### config.mk
export PLATFORM = sky130hd
export DESIGN_NAME = rsam_sqrt
export DESIGN_NICKNAME = d
export VERILOG_FILES = /design/src/sv/rsam_sqrt.sv
export SDC_FILE = /design/constraint.sdc
export NUM_CORES = 2
export LEC_CHECK = 0
export ABC_AREA = 1
export BUFFER_PORTS_ARGS = -buffer_cell sky130_fd_sc_hd__buf_2
export CAP_MARGIN = 5
export CELL_PAD_IN_SITES_DETAIL_PLACEMENT = 1
export CELL_PAD_IN_SITES_GLOBAL_PLACEMENT = 2
export CORE_MARGIN = 4
export CORE_UTILIZATION = 40
export CTS_CLUSTER_SIZE = 8
export DETAILED_ROUTE_END_ITERATION = 16
export PLACE_DENSITY_LB_ADDON = 0.1
export SLEW_MARGIN = 20
export SYNTH_ARGS = -nofsm -noshare
export SYNTH_HDL_FRONTEND = slang
export SYNTH_SLANG_ARGS = --single-unit
### constraint.sdc
create_clock -name clk_i -period 4.9 [get_ports clk_i]
set_input_delay 0.98 -clock clk_i [delete_from_list [all_inputs] [get_ports clk_i]]
set_output_delay 0.98 -clock clk_i [all_outputs]
set_load 0.01 [all_outputs]
### src/sv/rsam_sqrt.sv
// ----------------------------------------------------------------------------
// rsam_sqrt: pipelined integer square root
// Two radicand bits per stage; yields floor(sqrt(v)) with a payload tag.
// ----------------------------------------------------------------------------
module rsam_sqrt #(
  parameter int RW = 58,
  parameter int TW = 8
) (
  input  logic          clk_i,
  input  logic          rst_ni,
  input  logic          valid_i,
  input  logic [RW-1:0] rad_i,
  input  logic [TW-1:0] tag_i,
  output logic          valid_o,
  output logic [RW/2-1:0] root_o,
  output logic [TW-1:0] tag_o
);

  localparam int NS = RW / 2;

  logic [NS:0]     vld_q;
  logic [NS+1:0]   rem_q  [NS+1];
  logic [NS-1:0]   root_q [NS+1];
  logic [RW-1:0]   rad_q  [NS+1];
  logic [TW-1:0]   tag_q  [NS+1];

  always_comb begin
    rem_q[0]  = '0;
    root_q[0] = '0;
    rad_q[0]  = rad_i;
    tag_q[0]  = tag_i;
  end
  assign vld_q[0] = valid_i;

  for (genvar s = 0; s < NS; s++) begin : g_stage
    logic [NS+3:0] cur;
    logic [NS+3:0] trial;
    logic          take;
    assign cur   = {rem_q[s], rad_q[s][RW-1:RW-2]};
    assign trial = {root_q[s], 2'b01};
    assign take  = cur >= trial;

    always_ff @(posedge clk_i or negedge rst_ni) begin
      if (!rst_ni) begin
        vld_q[s+1] <= 1'b0;
      end else begin
        vld_q[s+1] <= vld_q[s];
      end
    end

    always_ff @(posedge clk_i) begin
      rem_q[s+1]  <= take ? (NS+2)'(cur - trial) : (NS+2)'(cur);
      root_q[s+1] <= {root_q[s][NS-2:0], take};
      rad_q[s+1]  <= {rad_q[s][RW-3:0], 2'b00};
      tag_q[s+1]  <= tag_q[s];
    end
  end

  assign valid_o = vld_q[NS];
  assign root_o  = root_q[NS];
  assign tag_o   = tag_q[NS];

endmodule

==> key figures <==
Logic synthesis
  • Sequential-to-total area share from yosys stat: 0.468
  • Synth top area share: 0.460
  • Synth warn: 0
  • Synth async-reset ratio: 0.0124
  • Primary FF master, synth: dfxtp_1
  • Cells after Synth: 13700
  • Post-synthesis simple-gate area fraction: 0.301
  • Yosys cell types: 61
  • Mux cell area share after synthesis: 0
  • Number of flops mapped to enable cells by yosys: 0
  • Synth area leader: dfxtp_1
  • Mapped Area: 0.100 mm2
  • Area share of xor/xnor cells in the synthesized design: 0.0295
  • Largest family of logic cells by synthesized area: simple AND/OR/NAND/NOR gates
  • Largest cells by area after synthesis: dfxtp_1 (46%), nand2_1 (17%), inv_1 (9.0%), ha_1 (5.8%), nand3_1 (4.1%)
  • Syn nets: 14200
  • Adder-cell share of the synthesized area: 0.0581
  • Complex-gate fraction of the synthesized area: 0.0427
  • Syn Area/Cell: 7.34 um2
  • Register bit total from synthesis: 2332

GRT
  • Total grt overflow: 0
  • Vias in the first global route: 89000
  • GRT Resource Usage Total: 0.258
  • Largest net degree at the start of global routing: 45
  • First-pass GRT wire length: 522 mm
  • Initial antenna violation count: 11

Setup path
  • Worst R2R Path Depth: 13
  • CP max stage delay: 0.57 ns
  • WP depth: 13
  • Worst path cell trace: inv_1 -> ha_1 -> nand2_1 -> nor2_1 -> nand2_1 -> nor2_1 -> nand2_1 -> nand2_1 -> nor2_1 -> nand2_2 -> buf_4 -> nand3_1 -> nand2_1
  • CP arrival: 4.12 ns
  • Crit Path Class: reg -> reg
  • CP dominant cell by count: nand2_1
  • R2R Path Start: g_stage[23].trial[22]
  • WP data required: 5.60 ns
  • CP max stage cell: dfxtp_1
  • Worst Setup End Kind: flop
  • WP buf/inv: 2
  • CP delay by family, top: simple AND/OR/NAND/NOR gates
  • CP Launch Type: flop
  • Worst Setup SP: g_stage[23].trial[22]
  • Worst-path fanout max: 30

Floorplan
  • Starting Density: 0.402
  • Die ar.: 0.258 mm2
  • Placement Rows: 183
  • Die H: 508 um
  • CORE AREA: 0.249 mm2
  • Ports: 107
  • Die Wd: 508 um

CTS
  • Cts hold-fix bufs: 0
  • CTS H-tree depth: 5
  • # clock sinks: 2332
  • Worst-Skew Late Latency: 0.87 ns
  • TritonCTS clock tree: built
  • Max Root-Sink Buffers: 4
  • TritonCTS Buffers: 339
  • Setup bufs post-CTS: 0
  • Post-CTS resize count: 0
  • Reg clk slew, reported paths: 0.05 ns
  • CTS root buffer: clkbuf_16

Timing
  • WHS: 0.158 ns
  • Final Hold Vio Count: 0
  • Setup TNS: 0 ns
  • Final setup fails: 0
  • Slew HR: 0.298
  • Fin crit period: 3.42 ns
  • Worst Tran Pin Value: 1.05 ns
  • RSZ-0062 raised after global routing: no
  • Worst Clk Skew: 0.0923 ns
  • Fin crit share: 0.698
  • Fmax: 293 MHz
  • Setup ws final: 1.48 ns
  • Slew Viols, Final: 0

Pwr
  • Int Pwr: 0.0391 W
  • Sw Share: 0.353
  • Sequential fraction of design power: 0.416
  • Logic pwr share: 0.239
  • LEAKAGE: 60.7 nW
  • P_sw: 0.0213 W
  • VDD IR-drop max: 0.327 mV
  • PD cells: 534 mW/mm2
  • Clock power frac: 0.345

Placement
  • RD Place Congestion: 0.918
  • I/O Buffers: 106
  • HPWL after DPL: 273 mm
  • Place WS: 1.63 ns

Drt
  • Initial DRC Count: 4547
  • Drc violations: 0
  • Total vias in the final route: 84700
  • Vias per Instance: 4.87
  • Drt total wl: 337 mm
  • Post-route ant nets: 0
  • DR pass1 iterations: 6
  • Wire length per cell: 19.4 um

Final layout
  • Most frequent cells in the layout: nand2_1 (4611), inv_1 (2396), dfxtp_1 (2303), nor2_1 (1020), nand3_1 (814)
  • Final Util: 0.455
  • Commonest non-fill, non-tap cell in the layout: nand2_1
  • Area grow syn2layout: 13.1%
  • Layout cells sized above 1: 0.0547
  • Final Net Count: 14500

Flow run
  • Max_cap viols: 0

Status
  • Status: finished clean

Worst hold path
  • Hold Path Class: in -> async
==> cells in the mapped netlist, drive strengths merged (88+ instances only) <==
library cell,instances
nand4,191
o21ai,249
dfxtp,2303
nand3b,88
inv,2413
a21oi,485
nand2,4658
nand3,836
buf,126
nor3,191
ha,465
nor2,1082
xor2,257
==> flip-flops by register name, summed over array words and instances, names as in the netlist <==
name and count:
root_o 29, g_stage.cur 880, vld_q 28, tag_q 224
valid_o 1, rad_q 756, g_stage.trial 406, tag_o 8
==> through the flow <==
stage	instances	total power, W	instance area, um2
6_report	17400	0.0605	113000
5_1_grt	17400	0.0643	113000
4_1_cts	17400	0.0612	113000
3_5_place_dp	17000	0.0399	104000
3_3_place_gp	17000	0.0396	104000
2_1_floorplan	13700	0.0339	100000
==> power by group through the flow <==
stage | clock, W | sequential (W) | combinational [W]
2_1_floorplan | 0 | 0.0238 | 0.0102
3_3_place_gp | 0 | 0.0255 | 0.0141
3_5_place_dp | 0 | 0.0255 | 0.0144
4_1_cts | 0.0216 | 0.0252 | 0.0145
5_1_grt | 0.0224 | 0.0254 | 0.0164
6_report | 0.0209 | 0.0251 | 0.0144
==> logic make-up after synthesis <==
group | count (synthesis)
simple gates | 7193
buf+inv | 2543
flops | 2332
compound gates | 782
fa+ha+maj | 465
xor+xnor | 337
other cells | 1
==> routing by layer <==
| layer | GRT usage | routed length [um] |
|---|---|---|
| met5 | 0 | 28 |
| met4 | 0.0662 | 8810 |
| met3 | 0.0272 | 11300 |
| met2 | 0.437 | 158000 |
| met1 | 0.350 | 160000 |
==> final timing paths <==
check                                 endpoint  slack (ns)
min reg2reg                        rad_q[1360]        0.25
max in group asynchronous             vld_q[6]        4.21
min in group clk_i                 rad_q[1665]        0.20
max                        g_stage[24].cur[25]        1.48
max reg2reg                g_stage[24].cur[25]        1.48
min                                   vld_q[3]        0.16
==> layout make-up <==
| class | count | area (um2) |
|---|---|---|
| well taps | 3330 | 4170 |
| clock inverters | 24 | 477 |
| inverters | 2415 | 9070 |
| repair buffers | 118 | 633 |
| fillers | 31100 | 136000 |
| clock buffers | 385 | 8830 |
| multi-input cells | 8778 | 43200 |
| flip-flops and latches | 2332 | 46800 |
| diodes | 3 | 7.51 |
(Power assumes the default switching activity.)
